`src/hw/rtl/tscs_pkg.sv`:
```
// Shared types and constants for the text screen control stream engine.
// Used by the front decoder, the command queue, the back executor and the top level.
package tscs_pkg;

    localparam int MAX_ROWS_DEF = 50;
    localparam int COLUMNS_DEF  = 80;
    localparam int QUEUE_DEPTH  = 2;

    localparam logic [7:0] BLANK_CHAR = 8'h20;
    localparam logic [7:0] RESET_ATTR = 8'h1F;
    localparam logic [7:0] SAFE_ATTR  = 8'h04;
    localparam logic [7:0] CHAR_LF    = 8'd10;
    localparam logic [7:0] CHAR_CR    = 8'd13;

    localparam logic [2:0] CODE_SET_ATTR      = 3'd1;
    localparam logic [2:0] CODE_SET_CURSOR    = 3'd2;
    localparam logic [2:0] CODE_SET_CELL_ATTR = 3'd3;
    localparam logic [2:0] CODE_SET_LINES     = 3'd4;
    localparam logic [2:0] CODE_SCROLL        = 3'd5;
    localparam logic [2:0] CODE_SET_REGION    = 3'd6;
    localparam logic [2:0] CODE_CLEAR         = 3'd7;

    typedef enum logic [2:0] {
        OP_NOP     = 3'd0,
        OP_READ    = 3'd1,
        OP_CMD     = 3'd2,
        OP_CLEAR   = 3'd3,
        OP_NEWLINE = 3'd4,
        OP_RETURN  = 3'd5,
        OP_CHAR    = 3'd6
    } op_t;

    typedef struct packed {
        op_t         op;
        logic [2:0]  code;
        logic [7:0]  ch;
        logic [7:0]  a1;
        logic [7:0]  a2;
        logic [7:0]  a3;
        logic [11:0] rd_cell;
    } cmd_t;

endpackage

```
`src/hw/rtl/tscs_queue.sv`:
```
// Short command queue between the front decoder and the back executor.
// Depends on tscs_pkg.
module tscs_queue
    import tscs_pkg::*;
(
    input  logic clk,
    input  logic rst_n,
    input  logic push,
    input  cmd_t push_cmd,
    output logic full,
    input  logic pop,
    output logic nonempty,
    output cmd_t head
);

    localparam int PW = (QUEUE_DEPTH > 1) ? $clog2(QUEUE_DEPTH) : 1;
    localparam int NW = $clog2(QUEUE_DEPTH + 1);

    cmd_t          entry_reg [QUEUE_DEPTH];
    logic [PW-1:0] wr_reg, rd_reg;
    logic [NW-1:0] cnt_reg;

    assign full     = (cnt_reg == NW'(QUEUE_DEPTH));
    assign nonempty = (cnt_reg != '0);
    assign head     = entry_reg[rd_reg];

    always_ff @(posedge clk)
    begin
        if (push)
        begin
            entry_reg[wr_reg] <= push_cmd;
        end
    end

    always_ff @(posedge clk or negedge rst_n)
    begin
        if (!rst_n)
        begin
            wr_reg  <= '0;
            rd_reg  <= '0;
            cnt_reg <= '0;
        end
        else
        begin
            if (push)
            begin
                wr_reg <= (wr_reg == PW'(QUEUE_DEPTH - 1)) ? '0 : wr_reg + PW'(1);
            end
            if (pop)
            begin
                rd_reg <= (rd_reg == PW'(QUEUE_DEPTH - 1)) ? '0 : rd_reg + PW'(1);
            end
            if (push && !pop)
            begin
                cnt_reg <= cnt_reg + NW'(1);
            end
            else if (pop && !push)
            begin
                cnt_reg <= cnt_reg - NW'(1);
            end
        end
    end

endmodule

```
`config.mk`:
```
export PLATFORM = sky130hd
export DESIGN_NAME = tscs_queue
export DESIGN_NICKNAME = d
export VERILOG_FILES = /design/src/hw/rtl/tscs_pkg.sv /design/src/hw/rtl/tscs_queue.sv
export SDC_FILE = /design/constraint.sdc
export NUM_CORES = 1
export LEC_CHECK = 0
export ABC_AREA = 1
export BUFFER_PORTS_ARGS = -buffer_cell sky130_fd_sc_hd__buf_2
export CORE_ASPECT_RATIO = 2
export CORE_UTILIZATION = 25
export CTS_BUF_LIST = sky130_fd_sc_hd__clkbuf_8
export CTS_CLUSTER_SIZE = 16
export DETAILED_ROUTE_END_ITERATION = 8
export SYNTH_ARGS = -nofsm -noshare
export SYNTH_HDL_FRONTEND = slang
export SYNTH_SLANG_ARGS = --single-unit
```
`constraint.sdc`:
```
create_clock -name clk -period 3.5 [get_ports clk]
set_clock_uncertainty 0.05 [all_clocks]
set_input_delay 0.7 -clock clk [delete_from_list [all_inputs] [get_ports clk]]
set_output_delay 0.7 -clock clk [all_outputs]
set_load 0.01 [all_outputs]
```
Word level (Yosys, flattened, before mapping):

Memory sizes are Yosys's and may differ from the RTL's.
Index checks and enable logic that the tools add are counted.

* bits of input ports: 54
* bits in writable memories: 100
* memories: 1
* logic and storage cells: 21
* flip-flop bits (word level): 4
* output and inout bits: 52

Memory list
* entry_reg: words 2, width 50, read ports 1, clocked after memory_dff 0, wr ports 1, RTL line tscs_queue.sv:19 `cmd_t entry_reg [QUEUE_DEPTH];`

* add/sub/neg operators: 4
* reductions and logical operators: 6
* muxes and demuxes: 6
* equal/unequal tests: 1

Operators by type and width (number)
* 2-to-1 mux 1 bit: 4
* 2-to-1 mux 2 bit: 2
* nonzero test 2 bit: 2
* adder 1 bit, second input constant: 2
* adder 2 x 1 -> 2 bit, second input constant: 1
* == test 2 bit, second input constant: 1
* logical AND 1 bit: 2
* logical NOT 1 bit: 2
* subtractor 2 x 1 -> 2 bit, second input constant: 1

Logic depth before layout (Yosys ltp):

* depth in word-level cells: 4
* depth in mapped cells: 7
* depth with buffers taken out: 7

Worst setup path before layout:

No wires, ideal clock.

* kind: input to register
* from: input push
* to: memory entry_reg[0][0] (netlist name) (enable)
* arrival time: 2.840 ns
* required time: 2.991 ns
* library setup time: 0.459 ns
* stages on the path: 2
* path slack: 0.151 ns
* buffers on the path: 0
* cell sequence: inv_1 > nor2_1

* cells in the longest elaborated chain, start to end: 2

Ends and longest elaborated chain
* from (decl): RTL line tscs_queue.sv:8 `input logic push,`
* 2-to-1 mux 1 bit: RTL line tscs_queue.sv:29 `if (push)`
* 2-to-1 mux 1 bit (not written as such): RTL line tscs_queue.sv:31 `entry_reg[wr_reg] <= push_cmd;`
* to (decl): RTL line tscs_queue.sv:19

No other way between the ends.

==> flow_summary_export.csv <==
group,metric,value,unit
worst_setup_path,cp_max_fo,31,
cts,cts_sinks,104,
yosys,synth_async_sr_flop_share,3.846,%
worst_setup_path,critPathTopFamily,"flip-flops",
worst_setup_path,crit_arrival,2000,ps
yosys,synth.largest_area_cell,"edfxtp_1",
worst_setup_path,worstPathCellList,"buf_12 > mux2_4 > buf_2",
die,die_y,182.4,um
timing,drv_slew,0,
place,place_inst,485,
place,gp_congestion,0.6607,
power_and_ir_drop,power_density,753.7,nW/um2
worst_setup_path,r2r_end,"entry_reg[1][44]$_DFFE_PP_",
worst_setup_path,crit_type,"flip-flop to primary output",
grt,grt_pass1_vias,2285,
yosys,yosys.cell_count.top_type,"edfxtp_1",
worst_setup_path,slowest_delay,850,ps
cts,tritoncts,"done",
cts,cts_setup_buffers,0,
timing,hold_violations,0,
hold_path,hp-class,"input port to asynchronous set/reset pin",
layout,drive_gt1_share,59.00,%
power_and_ir_drop,irDropWorstVdd,0.0004355,V
routing,via_count,2007,
yosys,synth_top_area_share,73.82,%
worst_setup_path,end_kind,"primary output",
yosys,syn-num-nets,236,
timing,fin_setup_tns,0,ps
routing,vias_per_cell,4.006,
timing,slew_headroom,51.80,%
yosys,synth-main-ff-cell,"edfxtp_1",
place,portBuffers,105,
layout,stdcell_count,501,
die,fp.dieArea,16820,um2
cts,cts_hold_buffers,0,
layout,final_area,4984,um2
cts,clk_pin_slew_worst_paths,100,ps
die,fp.dieW,92.20,um
die,num_io_pins,106,
timing,finalSetupViolCount,0,
power_and_ir_drop,leakage,2.007,nW
layout,diodes,0,
yosys,synth_edf_count,100,
worst_setup_path,timing.rr.start,"wr_reg$_DFFE_PN0P_",
worst_setup_path,cp.buffers_inverters,2,
grt,grt_overflow_total,0,
yosys,yosysUniqueCellTypes,14,
routing,totalWireLength,7484,um
place,place_hpwl,5084,um
cts,clk_latency,370,ps
worst_setup_path,required,2750,ps
cts,cts.path.max_buffers,2,
timing,period_share,78.43,%
worst_setup_path,worst-path-stages,3,
yosys,syn_area,4068,um2
routing,detail-route-antenna-nets,0,
die,initial_core_util,25.65,%
grt,antenna_found_initial,2,
worst_setup_path,reg2reg_depth,3,
grt,grt_pass1_wl,11610,um
layout,largest_register_ffs,100,
yosys,ys_seq_elements,104,
timing,max_freq,0.3643,GHz
grt,grt_max_degree,51,
worst_setup_path,crit_path_start_kind,"flip-flop",
place,pre_cts_ws,1129,ps
die,rows,65,
layout,layout.nets,350,
layout,area.growth.synth_to_final,22.52,%
yosys,synth_common_cells,"edfxtp_1 (100), mux2_4 (49), inv_1 (7)",
yosys,yosysWarnings,0,
routing,post-route-drc-count,0,
yosys,synth_area_leaders,"edfxtp_1 (74%), mux2_4 (18%), buf_12 (2.5%)",
grt,track_usage,9.625,%
run,maxCapViolations,0,
layout,final_util,31.42,%
yosys,avgSynthCellArea,22.47,um2
status,status,"finished, final reports clean",
timing,period_needed,2745,ps
cts,h-tree-depth,3,
cts,cts_buffers,9,
cts,cts_resized,0,
routing,firstDrtPassIters,4,
yosys,synth_cells,181,
yosys,ys_seq_area_share,76.28,%
timing,tightest_slew,723.0,ps
timing,setup_slack,754.9,ps
timing,rsz0062_at_grt,"no",
worst_setup_path,critPathSlowestCell,"dfrtp_4",
place,place_area,4787,um2
worst_setup_path,ff2ff_setup_slack,1700,ps
routing,wire_per_inst,14.94,um
routing,drt_iter0_markers,58,
cts,clock-root-buffer,"clkbuf_8",
die,core-area,15860,um2
stage by stage:
step	hold slack (ps)	power, W
after global routing	41.89	0.003972
after CTS	26.32	0.003838
final	60.74	0.003756
after floorplan	354.4	0.002744
after global placement	404.1	0.003053
after detailed placement	408.1	0.003091
power breakdown:
group          internal (W)  switching (W)
clock network      0.000332       0.000399
logic              0.000652       0.000542
registers           0.00166       0.000174
routing by layer:
metal | GRT usage, % | share of wire [%] | vias up
li1 | - | - | 920
met1 | 8.677 | 34 | 1007
met2 | 17.82 | 58 | 60
met3 | 2.292 | 4.2 | 16
met4 | 7.625 | 3.3 | 4
met5 | 0 | 0.40 | -
cells by family (layout without fill, tap and decap cells):
family        count (synthesis)  in the layout  share of synthesized area, %
flops                       104            104                         76.28
mux                          50             50                         18.36
buf+inv                      13            132                         3.384
simple gates                 10             10                         1.015
xor+xnor                      3              3                        0.6461
fa+ha+maj                     1              1                        0.3075
layout make-up:
cell class | count | area (um2)
Clock inverter | 7 | 72.57
Tap cell | 201 | 251.5
Sequential cell | 104 | 3107
Inverter | 7 | 26.28
Multi-Input combinational cell | 64 | 834.6
Timing Repair Buffer | 109 | 568.0
Fill cell | 1587 | 10880
Clock buffer | 9 | 123.9
worst max path at each step:
stage	start	endpoint
after detailed placement	rd_reg$_DFFE_PN0P_	head[25]
after global placement	rd_reg$_DFFE_PN0P_	head[25]
final	rd_reg$_DFFE_PN0P_	head[25]
after global routing	rd_reg$_DFFE_PN0P_	head[40]
after CTS	rd_reg$_DFFE_PN0P_	head[25]
after floorplan	push	entry_reg[0][0]$_DFFE_PP_
cells in the final DEF, fill, tap and decap left out, drive strengths merged, types with 2 or more instances in the layout:
master and count:
nor2 2, edfxtp 100, mux2 50, buf 109
clkinv 3, dfrtp 4, inv 9, nand2 6
clkbuf 9, xor2 2
Power figures use the tool's default switching activity.
