===== config.mk =====
export PLATFORM = sky130hd
export DESIGN_NAME = tscs_front
export DESIGN_NICKNAME = d
export VERILOG_FILES = /design/src/hw/rtl/tscs_pkg.sv /design/src/hw/rtl/tscs_front.sv
export SDC_FILE = /design/constraint.sdc
export NUM_CORES = 1
export LEC_CHECK = 0
export BUFFER_PORTS_ARGS = -buffer_cell sky130_fd_sc_hd__buf_2
export CAP_MARGIN = 20
export CORE_UTILIZATION = 48
export CTS_CLUSTER_DIAMETER = 30
export DETAILED_ROUTE_END_ITERATION = 7
export HOLD_SLACK_MARGIN = 0.08
export PLACE_DENSITY = 0.8
export SLEW_MARGIN = 20
export SYNTH_ARGS = -nofsm -noshare
export SYNTH_HDL_FRONTEND = slang
export SYNTH_SLANG_ARGS = --single-unit

===== constraint.sdc =====
create_clock -name clk -period 2.3 [get_ports clk]
set_clock_uncertainty 0.05 [all_clocks]
set_input_delay 0.345 -clock clk [delete_from_list [all_inputs] [get_ports clk]]
set_output_delay 0.345 -clock clk [all_outputs]
set_load 0.03 [all_outputs]

===== src/hw/rtl/tscs_pkg.sv =====
// Shared types and constants for the text screen control stream engine.
// Used by the front decoder, the command queue, the back executor and the top level.
package tscs_pkg;

    localparam int MAX_ROWS_DEF = 50;
    localparam int COLUMNS_DEF  = 80;
    localparam int QUEUE_DEPTH  = 2;

    localparam logic [7:0] BLANK_CHAR = 8'h20;
    localparam logic [7:0] RESET_ATTR = 8'h1F;
    localparam logic [7:0] SAFE_ATTR  = 8'h04;
    localparam logic [7:0] CHAR_LF    = 8'd10;
    localparam logic [7:0] CHAR_CR    = 8'd13;

    localparam logic [2:0] CODE_SET_ATTR      = 3'd1;
    localparam logic [2:0] CODE_SET_CURSOR    = 3'd2;
    localparam logic [2:0] CODE_SET_CELL_ATTR = 3'd3;
    localparam logic [2:0] CODE_SET_LINES     = 3'd4;
    localparam logic [2:0] CODE_SCROLL        = 3'd5;
    localparam logic [2:0] CODE_SET_REGION    = 3'd6;
    localparam logic [2:0] CODE_CLEAR         = 3'd7;

    typedef enum logic [2:0] {
        OP_NOP     = 3'd0,
        OP_READ    = 3'd1,
        OP_CMD     = 3'd2,
        OP_CLEAR   = 3'd3,
        OP_NEWLINE = 3'd4,
        OP_RETURN  = 3'd5,
        OP_CHAR    = 3'd6
    } op_t;

    typedef struct packed {
        op_t         op;
        logic [2:0]  code;
        logic [7:0]  ch;
        logic [7:0]  a1;
        logic [7:0]  a2;
        logic [7:0]  a3;
        logic [11:0] rd_cell;
    } cmd_t;

endpackage


===== src/hw/rtl/tscs_front.sv =====
// Front decoder: accepts requests, collects argument bytes and classifies each request.
// Depends on tscs_pkg.
module tscs_front
    import tscs_pkg::*;
(
    input  logic        clk,
    input  logic        rst_n,
    input  logic        accept,
    input  logic        kind,
    input  logic [7:0]  stream_byte,
    input  logic [11:0] read_cell,
    output cmd_t        cmd
);

    logic [1:0] pend_reg, pend_next;
    logic [2:0] code_reg, code_next;
    logic [7:0] args_reg  [3];
    logic [7:0] args_next [3];

    always_comb
    begin
        pend_next = pend_reg;
        code_next = code_reg;
        args_next = args_reg;
        cmd.op    = OP_NOP;
        cmd.code  = code_reg;
        cmd.ch    = stream_byte;
        cmd.rd_cell = read_cell;
        if (kind)
        begin
            cmd.op = OP_READ;
        end
        else if (pend_reg != 2'd0)
        begin
            args_next[pend_reg - 2'd1] = stream_byte;
            pend_next = pend_reg - 2'd1;
            if (pend_reg == 2'd1)
            begin
                cmd.op = OP_CMD;
            end
        end
        else
        begin
            priority if (stream_byte == {5'd0, CODE_SET_ATTR}
                         || stream_byte == {5'd0, CODE_SET_LINES})
            begin
                pend_next = 2'd1;
                code_next = stream_byte[2:0];
            end
            else if (stream_byte == {5'd0, CODE_SET_CURSOR}
                     || stream_byte == {5'd0, CODE_SCROLL}
                     || stream_byte == {5'd0, CODE_SET_REGION})
            begin
                pend_next = 2'd2;
                code_next = stream_byte[2:0];
            end
            else if (stream_byte == {5'd0, CODE_SET_CELL_ATTR})
            begin
                pend_next = 2'd3;
                code_next = stream_byte[2:0];
            end
            else if (stream_byte == {5'd0, CODE_CLEAR})
            begin
                cmd.op = OP_CLEAR;
            end
            else if (stream_byte == CHAR_LF)
            begin
                cmd.op = OP_NEWLINE;
            end
            else if (stream_byte == CHAR_CR)
            begin
                cmd.op = OP_RETURN;
            end
            else
            begin
                cmd.op = OP_CHAR;
            end
        end
        cmd.a1 = args_next[0];
        cmd.a2 = args_next[1];
        cmd.a3 = args_next[2];
    end

    always_ff @(posedge clk or negedge rst_n)
    begin
        if (!rst_n)
        begin
            pend_reg    <= 2'd0;
            code_reg    <= 3'd0;
            args_reg[0] <= 8'd0;
            args_reg[1] <= 8'd0;
            args_reg[2] <= 8'd0;
        end
        else if (accept)
        begin
            pend_reg <= pend_next;
            code_reg <= code_next;
            args_reg <= args_next;
        end
    end

endmodule


# [Yosys cells after proc, flatten, opt, wreduce, memory -nomap -nowiden]
# Index checks and enable logic that the tools add are counted.
# Widths: inputs -> output; s select.
[classes] n_reduce_logical=9 shift=0 multipliers=0 n_eq_ne=10 n_mux=21 addsub=1 n_bitwise=3 n_lt_le_gt_ge=2 div=0
[ops] operator="$mux 24" count=2
[ops] operator="$eq 8x3->1 const B" count=4
[ops] operator="$mux 3" count=9
[ops] operator="$bwmux 24" count=1
[ops] operator="$demux 8 s2" count=1
[ops] operator="$eq 8x2->1 const B" count=2
[ops] operator="$eq 8x4->1 const B" count=2
[ops] operator="$mux 2" count=7
[ops] operator="$eq 8x1->1 const B" count=1
[ops] operator="$mux 8" count=1
[ops] operator="$reduce_and 4->1" count=1
[ops] operator="$reduce_bool 4->1" count=1
[ops] operator="$ge 3x3->1 const B" count=1
[ops] operator="$logic_or 1x1->1" count=3
[ops] operator="$lt 3x1->1 const B" count=1
[ops] operator="$not 2->3" count=1
[ops] operator="$reduce_and 3->1" count=1
[ops] operator="$reduce_bool 3->1" count=1
[ops] operator="$eq 2x1->1 const B" count=1
[ops] operator="$not 1->1" count=2
[ops] operator="$reduce_bool 2->1" count=1
[ops] operator="$sub 2x1->2 const B" count=1
[ops] operator="$logic_and 1x1->1" count=1
[word_totals] output_inout_bits=50 inputBits=24 ramBits=0 register_bits=29 mem_bits_ro=0 latchBits=0 n_memories=0 wordCells=51

# [Logic depth before layout (Yosys ltp)]
# Gate-level depths: netlist of the first run.
[depth] word_depth=9 ltp_mapped=6 depth_no_buf=4

# [Worst setup path after synthesis of the first run]
# Ideal clock, no wire load.
[synth_path] path_kind="input to output" start="input kind" end="output cmd[12] (netlist name)" required_ps=1905 path_slack_ps=262 t_arrival_ps=1643 path_buffers=2 cell_stages=4 cell_sequence="clkbuf_1 -> nand3b_1 -> clkbuf_1 -> o21ai_0"
[synth_lines] item="from (decl)" line="tscs_front.sv:9" rtl="input logic kind,"
[synth_lines] item="to (decl)" line="tscs_front.sv:12" rtl="output cmd_t cmd"

==> impl_metrics.csv, run 1 <==
group,metric,value,unit
outcome,status,"finished, final reports clean",
power,ir_worst_vdd,0.0004495,V
global_routing,antenna_found_initial,0,
clocking,cts_buffers,5,
finish,syn_to_final_growth,12.14,%
routing,viasPerCell,5.276,
critical_path,worstSetupEndpointType,"output port",
power,power,1.307,mW
yosys,syn_inst,165,
clocking,insertion_delay,320,ps
clocking,clock_path_buffers,2,
critical_path,cp.buffers_inverters,3,
critical_path,critical_path_class,"reg -> out",
global_routing,grt_max_degree,30,
finish,largest_reg_flops,24,
critical_path,r2r_start,"pend_reg[0]",
placed_design,place_congestion,0.8239,
timing,maxSlewViolCount,0,
run,maxCapViolations,0,
timing,slew_headroom,0.5746,
timing,fin_crit,2171,ps
critical_path,crit_path_max_incr_delay,440,ps
finish,antenna_cells,0,
global_routing,grt_pass1_vias,1226,
critical_path,worst-path-max-fanout,8,
floorplan,core,3416,um2
timing,setup_violations,0,
power,p_leak,1.012,nW
finish,layout_common_cells,"buf_2 (49), mux2_2 (40), dfrtp_1 (28)",
routing,ant_nets,0,
timing,fmax,460.7,MHz
routing,route.detailed.drc,0,
finish,multiInputGateArea,817.0,um2
power,power_density,661.6,nW/um2
worst_hold_path,min_to,"args_reg[13]",
routing,vias,1282,
global_routing,grt_usage,0.1953,
worst_hold_path,holdCritStartpoint,"stream_byte[5]",
critical_path,cp.required,1900,ps
timing,worst_slew_pin_slew,638.1,ps
finish,ff_latch_area,726.9,um2
timing,hold_viol_final,0,
routing,wl_per_cell,14.54,um
routing,wl_met3,208,um
clocking,cts_tree,"built",
yosys,netlist-cell-type-count,30,
floorplan,die_y,62.58,um
global_routing,overflow,0,
routing,route.met2.wl,1.578,mm
yosys,synth_nets,189,
yosys,yosysSeqAreaShare,0.4119,
critical_path,critPathLaunch,"pend_reg[1]",
clocking,path_clk_slew,90,ps
critical_path,critPathArrivalTime,1780,ps
routing,met1_length,1.656,mm
worst_hold_path,hp-class,"in -> reg",
timing,grt_setup_unrepaired,"no",
timing,post-route-period-util,0.9437,
placed_design,place_hpwl,2.519,mm
finish,fillers,315,
placed_design,port_buffers,49,
routing,routed_wl,3.534,mm
floorplan,start_util,0.5158,
yosys,netlist_area,1762,um2
critical_path,cp_cell_sequence,"inv_1 -> nor3_2 -> buf_4 -> mux2_2 -> buf_2",
clocking,htree_levels,2,
critical_path,rrSetupSlack,360,ps
critical_path,r2r_end,"code_reg[0]",
timing,fin_setup_tns,0,ps
yosys,yosysWarnings,0,
critical_path,cp_slowest_cell,"dfrtp_2",
clocking,cts.sinks,29,
finish,final_nets,221,
critical_path,crit_path_start_kind,"flop",
critical_path,crit_family,"buffers and inverters",
clocking,clockRootBuffer,"clkbuf_4",
finish,layout-drive-gt1-share,0.5431,
floorplan,io_pins,74,
routing,top_layer,"met4",
yosys,syn_area_per_cell,10.68,um2
floorplan,fp.dieW,62.58,um
global_routing,grt_pass1_wl,5.878,mm
finish,final_common_cell,"buf_2",
critical_path,reg2reg_depth,4,
routing,first_pass_iters,4,
routing,drtIter0Drc,55,
yosys,ys_seq_elements,29,
floorplan,rows,21,
worst_hold_path,worstHoldPathCells,2,
floorplan,die_area,3916,um2
==> synth_stat cells <==
master	count	share of area
o211ai_1	1	0.0043
nor3_2	1	0.0057
nand3b_1	1	0.0043
nand3_1	1	0.0028
or3_1	1	0.0036
nor2_2	1	0.0036
nor2_1	4	0.0085
inv_1	5	0.011
xnor2_1	2	0.0099
a21oi_1	1	0.0028
nor2b_1	3	0.011
buf_2	1	0.0028
a21o_1	1	0.0043
nor4_1	2	0.0071
mux2_2	40	0.26
dfrtp_1	29	0.41
nor3b_2	1	0.0071
nor3_1	1	0.0028
o311ai_1	3	0.015
o31a_1	2	0.0099
and3_1	1	0.0036
buf_4	20	0.085
or3b_1	1	0.0050
a211oi_1	2	0.0085
clkbuf_1	9	0.019
mux2i_1	2	0.011
nand2_1	13	0.028
o21ai_0	13	0.037
buf_6	1	0.0064
or4_4	2	0.013
==> stage by stage <==
| stage | cells | worst slack, ps | utilization | area [um2] | hold slack [ps] |
|---|---|---|---|---|---|
| CTS | 240 | 84.20 | 0.5718 | 1953 | 280.9 |
| finish | 243 | 129.4 | 0.5784 | 1976 | 288.7 |
| global placement | 232 | 230.7 | 0.5524 | 1887 | 356.6 |
| global route | 243 | 36.97 | 0.5784 | 1976 | 309.8 |
| detailed placement | 232 | 209.2 | 0.5524 | 1887 | 356.0 |
| floorplan | 165 | 261.6 | - | 1762 | -0.5911 |
==> how the worst max path moves through the flow <==
stage	endpoint	slack [ps]	depth (start not counted)
6_report	cmd[24]	130	5
5_1_grt	cmd[21]	40	5
4_1_cts	cmd[24]	80	5
3_5_place_dp	code_reg[0]	210	5
3_3_place_gp	code_reg[1]	230	5
2_1_floorplan	cmd[12]	260	4
==> power by group <==
group	internal, mW	switching (mW)	total (mW)	leakage (nW)
logic	0.154	0.248	0.402	0.606
registers	0.567	0.0276	0.595	0.375
clock network	0.144	0.166	0.310	0.0314
==> per-layer routing <==
| layer | track usage | vias to the layer above |
|---|---|---|
| met5 | 0 | - |
| met2 | 0.3071 | 44 |
| li1 | - | 622 |
| met1 | 0.2482 | 601 |
| met4 | 0.09012 | 0 |
| met3 | 0.05474 | 15 |
==> timing repair <==
item / 4_1_cts / 5_1_grt
pin swaps: 0 / 1
resized for setup: 1 / 0
hold endpoints to repair: 29 / 0
setup endpoints to repair: 5 / 13
hold buffers: 1 / 0
setup buffers: 0 / 3
==> layout make-up <==
type                    count  area share
multi-input cells         100      0.4136
flip-flops and latches     29      0.3680
repair buffers             56      0.1520
well taps                  46     0.02913
clock buffers               7     0.02787
inverters                   5    0.009500
==> kinds of logic after synthesis <==
family	Yosys count	synth area share
flip-flops	29	0.4119
XOR/XNOR	2	0.009945
AND/OR/NAND/NOR	33	0.1051
buffers and inverters	36	0.1243
multiplexers	42	0.2670
AO/OA/AOI/OAI	23	0.08168
No activity file was read; power rests on OpenSTA's default activity.
==> inputs of run 2 (changes only) <==
--- a/config.mk
+++ b/config.mk
@@ -7,11 +7,13 @@
 export LEC_CHECK = 0
 export BUFFER_PORTS_ARGS = -buffer_cell sky130_fd_sc_hd__buf_2
 export CAP_MARGIN = 20
+export CORE_ASPECT_RATIO = 1.4
 export CORE_UTILIZATION = 48
 export CTS_CLUSTER_DIAMETER = 30
 export DETAILED_ROUTE_END_ITERATION = 7
 export HOLD_SLACK_MARGIN = 0.08
 export PLACE_DENSITY = 0.8
+export REMOVE_ABC_BUFFERS = 1
 export SLEW_MARGIN = 20
 export SYNTH_ARGS = -nofsm -noshare
 export SYNTH_HDL_FRONTEND = slang
==> impl_metrics.csv, run 2 (synthesis gave the netlist of run 1 again) <==
group,metric,value,unit
timing,fin_setup_tns,0,ps
placed_design,post_dp_cell_area,1902,um2
placed_design,place_hpwl,2.859,mm
power,p_leak,1.038,nW
finish,layout-drive-gt1-share,0.5455,
finish,final_nets,221,
critical_path,crit_path_start_kind,"flop",
global_routing,antenna_found_initial,0,
floorplan,die_area,3920,um2
routing,wl_per_cell,16.11,um
global_routing,grt_pass1_wl,6.279,mm
critical_path,critical_path_class,"reg -> out",
clocking,insertion_delay,270,ps
worst_hold_path,holdCritStartpoint,"stream_byte[7]",
clocking,clockRootBuffer,"clkbuf_8",
critical_path,r2r_start,"pend_reg[0]",
outcome,status,"finished, final reports clean",
finish,fillers,299,
floorplan,die_y,73.68,um
floorplan,start_util,0.5120,
timing,hold_ws,348.7,ps
power,power_density,763.0,nW/um2
timing,slew_headroom,0.5695,
power,power,1.548,mW
floorplan,rows,25,
clocking,clock_path_buffers,2,
finish,layout_common_cells,"buf_2 (49), mux2_2 (40), dfrtp_1 (28)",
critical_path,critPathArrivalTime,1750,ps
floorplan,io_pins,74,
timing,setup_violations,0,
routing,drtIter0Drc,17,
timing,grt_setup_unrepaired,"no",
critical_path,worst-path-max-fanout,9,
placed_design,port_buffers,49,
finish,multiInputGateArea,817.0,um2
routing,first_pass_iters,4,
critical_path,worstSetupEndpointType,"output port",
worst_hold_path,hp-class,"in -> reg",
timing,worst_slew_pin_slew,645.8,ps
finish,largest_reg_flops,24,
global_routing,grt_max_degree,30,
critical_path,cp.required,1900,ps
global_routing,grt_usage,0.2211,
floorplan,core,3441,um2
timing,fmax,466.4,MHz
timing,post-route-period-util,0.9323,
clocking,cts_buffers,5,
clocking,cts.sinks,29,
clocking,path_clk_slew,70,ps
routing,routed_wl,3.833,mm
routing,ant_nets,0,
global_routing,overflow,0,
routing,vias,1319,
finish,final_common_cell,"buf_2",
placed_design,place_congestion,0.8418,
floorplan,fp.dieW,53.20,um
timing,maxSlewViolCount,0,
finish,ff_latch_area,726.9,um2
power,ir_worst_vdd,0.0005693,V
global_routing,grt_pass1_vias,1318,
clocking,htree_levels,2,
clocking,post_cts_buffers,0,
run,maxCapViolations,0,
timing,hold_viol_final,0,
finish,final_cell_area,2029,um2
clocking,cts_tree,"built",
timing,fin_crit,2144,ps
routing,route.detailed.drc,0,
routing,viasPerCell,5.542,
finish,syn_to_final_growth,15.20,%
finish,antenna_cells,0,
critical_path,critPathLaunch,"pend_reg[1]",
-- run 2: final timing paths --
check | to | slack [ps] | depth (start not counted)
worst max-delay path | cmd[26] | 160 | 5
worst min-delay path | args_reg[15] | 350 | 2
worst max register to register | code_reg[1] | 370 | 4
worst min register to register | args_reg[1] | 430 | 2
max in group asynchronous | pend_reg[1] | 1170 | 2
min in group asynchronous | args_reg[23] | 570 | 2
-- run 2: per-stage QoR --
step / utilization / setup WS [ps] / instances
floorplan: - / 392.8 / 134
global placement: 0.5527 / 228.8 / 229
detailed placement: 0.5527 / 198.6 / 229
CTS: 0.5895 / 43.90 / 238
global route: 0.5898 / 44.34 / 238
finish: 0.5898 / 155.7 / 238
-- run 2: repair_timing --
item                                   CTS  global route
setup endpoints to repair                0             8
hold buffers                             1             0
resized for setup                        0             1
endpoints found under the hold margin   29             0
-- run 2: critical path, stage by stage, from the launching register on --
cell	delay (ps)
dfrtp_2	460
inv_1	110
nor3_2	220
buf_4	170
mux2_2	340
buf_2	180
-- run 2: layout make-up --
class                   instances  area share
multi-input cells             100      0.4026
flip-flops and latches         29      0.3582
repair buffers                 56      0.1480
clock buffers                   7     0.04254
well taps                      40     0.02466
clock inverters                 1     0.01480
inverters                       5    0.009248
-- run 2: metal layers --
| layer | vias up | share of wire | GRT usage |
|---|---|---|---|
| li1 | 622 | - | - |
| met1 | 636 | 0.38 | 0.2533 |
| met2 | 55 | 0.53 | 0.3681 |
| met3 | 6 | 0.077 | 0.08075 |
| met4 | 0 | 0.017 | 0.08187 |
| met5 | - | 0 | 0 |
-- run 2: report_power, final --
| part | leakage (nW) | total [mW] | internal (mW) | switching [mW] |
|---|---|---|---|---|
| Combinational | 0.604 | 0.405 | 0.155 | 0.250 |
| Sequential | 0.375 | 0.599 | 0.568 | 0.0303 |
| Clock | 0.0585 | 0.544 | 0.353 | 0.192 |
| Total | 1.04 | 1.55 | 1.08 | 0.472 |
==> inputs of run 3 (changes only) <==
--- a/config.mk
+++ b/config.mk
@@ -8,11 +8,11 @@
 export BUFFER_PORTS_ARGS = -buffer_cell sky130_fd_sc_hd__buf_2
 export CAP_MARGIN = 20
 export CORE_ASPECT_RATIO = 1.4
-export CORE_UTILIZATION = 48
+export CORE_UTILIZATION = 51
 export CTS_CLUSTER_DIAMETER = 30
 export DETAILED_ROUTE_END_ITERATION = 7
 export HOLD_SLACK_MARGIN = 0.08
-export PLACE_DENSITY = 0.8
+export PLACE_DENSITY = 0.84
 export REMOVE_ABC_BUFFERS = 1
 export SLEW_MARGIN = 20
 export SYNTH_ARGS = -nofsm -noshare
==> constraint.sdc (replaced) <==
create_clock -name clk -period 2.5 [get_ports clk]
set_clock_uncertainty 0.05 [all_clocks]
set_input_delay 0.375 -clock clk [delete_from_list [all_inputs] [get_ports clk]]
set_output_delay 0.375 -clock clk [all_outputs]
set_load 0.03 [all_outputs]
==> impl_metrics.csv, run 3 (synthesis gave the netlist of run 1 again) <==
group,metric,value,unit
outcome,status,"finished, final reports clean",
finish,final_cells,230,
clocking,cts.sinks,29,
routing,route.detailed.drc,0,
run,maxCapViolations,0,
timing,fin_setup_tns,0,ps
timing,fmax,437.2,MHz
floorplan,start_util,0.5483,
timing,slew_headroom,0.5591,
routing,drtIter0Drc,36,
placed_design,dpl.cell_count,224,
clocking,cts_resized,0,
placed_design,place_congestion,0.8065,
global_routing,use_met2,0.3348,
floorplan,core,3213,um2
finish,syn_to_final_growth,10.37,%
clocking,clock_path_buffers,2,
clocking,cts_hold_buf,0,
routing,ant_nets,0,
critical_path,worstSetupEndpointType,"output port",
finish,final_common_cell,"buf_2",
finish,final_nets,216,
routing,routed_wl,3.764,mm
finish,fillers,250,
global_routing,grt_pass1_vias,1286,
global_routing,grt_max_degree,30,
floorplan,rows,24,
placed_design,port_buffers,49,
floorplan,die_y,71.54,um
routing,vias,1293,
power,p_leak,0.9973,nW
floorplan,io_pins,74,
global_routing,grt_pass1_wl,6.092,mm
floorplan,die_area,3696,um2
clocking,post_cts_buffers,0,
critical_path,crit_path_start_kind,"flop",
timing,setup_violations,0,
critical_path,cp.required,2080,ps
critical_path,critical_path_class,"reg -> out",
global_routing,overflow,0,
finish,largest_reg_flops,24,
timing,fin_crit,2287,ps
power,power_density,651.0,nW/um2
clocking,insertion_delay,280,ps
finish,layout-drive-gt1-share,0.5340,
routing,wl_per_cell,16.37,um
clocking,cts_buffers,5,
global_routing,grt_usage,0.2276,
critical_path,crit_path_max_incr_delay,520,ps
global_routing,grtUsageMet3,0.09766,
critical_path,worst-path-max-fanout,9,
global_routing,grt_use_met1,0.2929,
finish,antenna_cells,0,
timing,post-route-period-util,0.9149,
routing,viasPerCell,5.622,
floorplan,fp.dieW,51.67,um
clocking,htree_levels,2,
routing,first_pass_iters,4,
global_routing,antenna_found_initial,0,
finish,layout_common_cells,"buf_2 (49), mux2_2 (40), dfrtp_1 (29)",
timing,grt_setup_unrepaired,"no",
timing,maxSlewViolCount,0,
global_routing,busiest_layer,"met2",
worst_hold_path,hp-class,"in -> async",
clocking,clockRootBuffer,"clkbuf_8",
placed_design,place_hpwl,2.586,mm
critical_path,cp_cell_sequence,"inv_1 -> nor3_2 -> buf_4 -> mux2_2 -> buf_2",
clocking,path_clk_slew,60,ps
timing,hold_ws,72.49,ps
timing,worst_slew_pin_slew,661.3,ps
timing,hold_viol_final,0,
clocking,cts_tree,"built",
critical_path,cp_slowest_cell,"dfrtp_1",
power,ir_worst_vdd,0.0004737,V
critical_path,critPathArrivalTime,1860,ps
-- run 3: worst max-delay path: cells and delay by family (launching register included) --
family        cells  cell delay, ps
simple gates      1             180
flops             1             520
mux               1             370
buf+inv           3             510
-- run 3: path summary, 6_finish.rpt --
check                                from            to  slack [ps]  depth (start not counted)
setup / recovery              pend_reg[1]       cmd[25]         210                          5
hold / removal                      rst_n   args_reg[9]          70                          1
setup reg to reg              pend_reg[0]   code_reg[2]         570                          4
hold reg to reg               args_reg[0]   args_reg[0]         430                          2
max in group asynchronous           rst_n   args_reg[1]        1900                          1
min in group clk           stream_byte[4]  args_reg[20]         370                          2
-- run 3: area by class of cell --
class                      count  area, um2  area share
inverter                       5      18.77    0.009653
timing repair buffer          51      260.3      0.1338
sequential                    29      725.7      0.3732
clock inverter                 1      5.005    0.002574
multi-input combinational    100      817.0      0.4202
tap                           39      48.80     0.02510
clock buffer                   5      68.82     0.03539
-- run 3: layer usage --
layer  part of all wire  up-vias  routed length, um
met5                  0        -                  0
li1                   -      611                  -
met3              0.079        6                297
met1               0.41      620               1555
met4              0.014        0                 53
met2               0.49       56               1858
-- run 3: through the flow --
stage	setup slack, ps	utilization	instance area, um2	power, mW
floorplan	562.8	-	1562	0.7981
global placement	401.3	0.5822	1871	0.9205
detailed placement	371.3	0.5822	1871	0.9297
CTS	217.0	0.6051	1944	1.280
global route	134.0	0.6051	1944	1.318
finish	212.8	0.6051	1944	1.266
-- run 3: power by group --
part	total [mW]	internal, mW	switching [mW]
clock network	0.344	0.182	0.162
logic	0.372	0.140	0.232
registers	0.550	0.523	0.0272
total	1.27	0.845	0.421
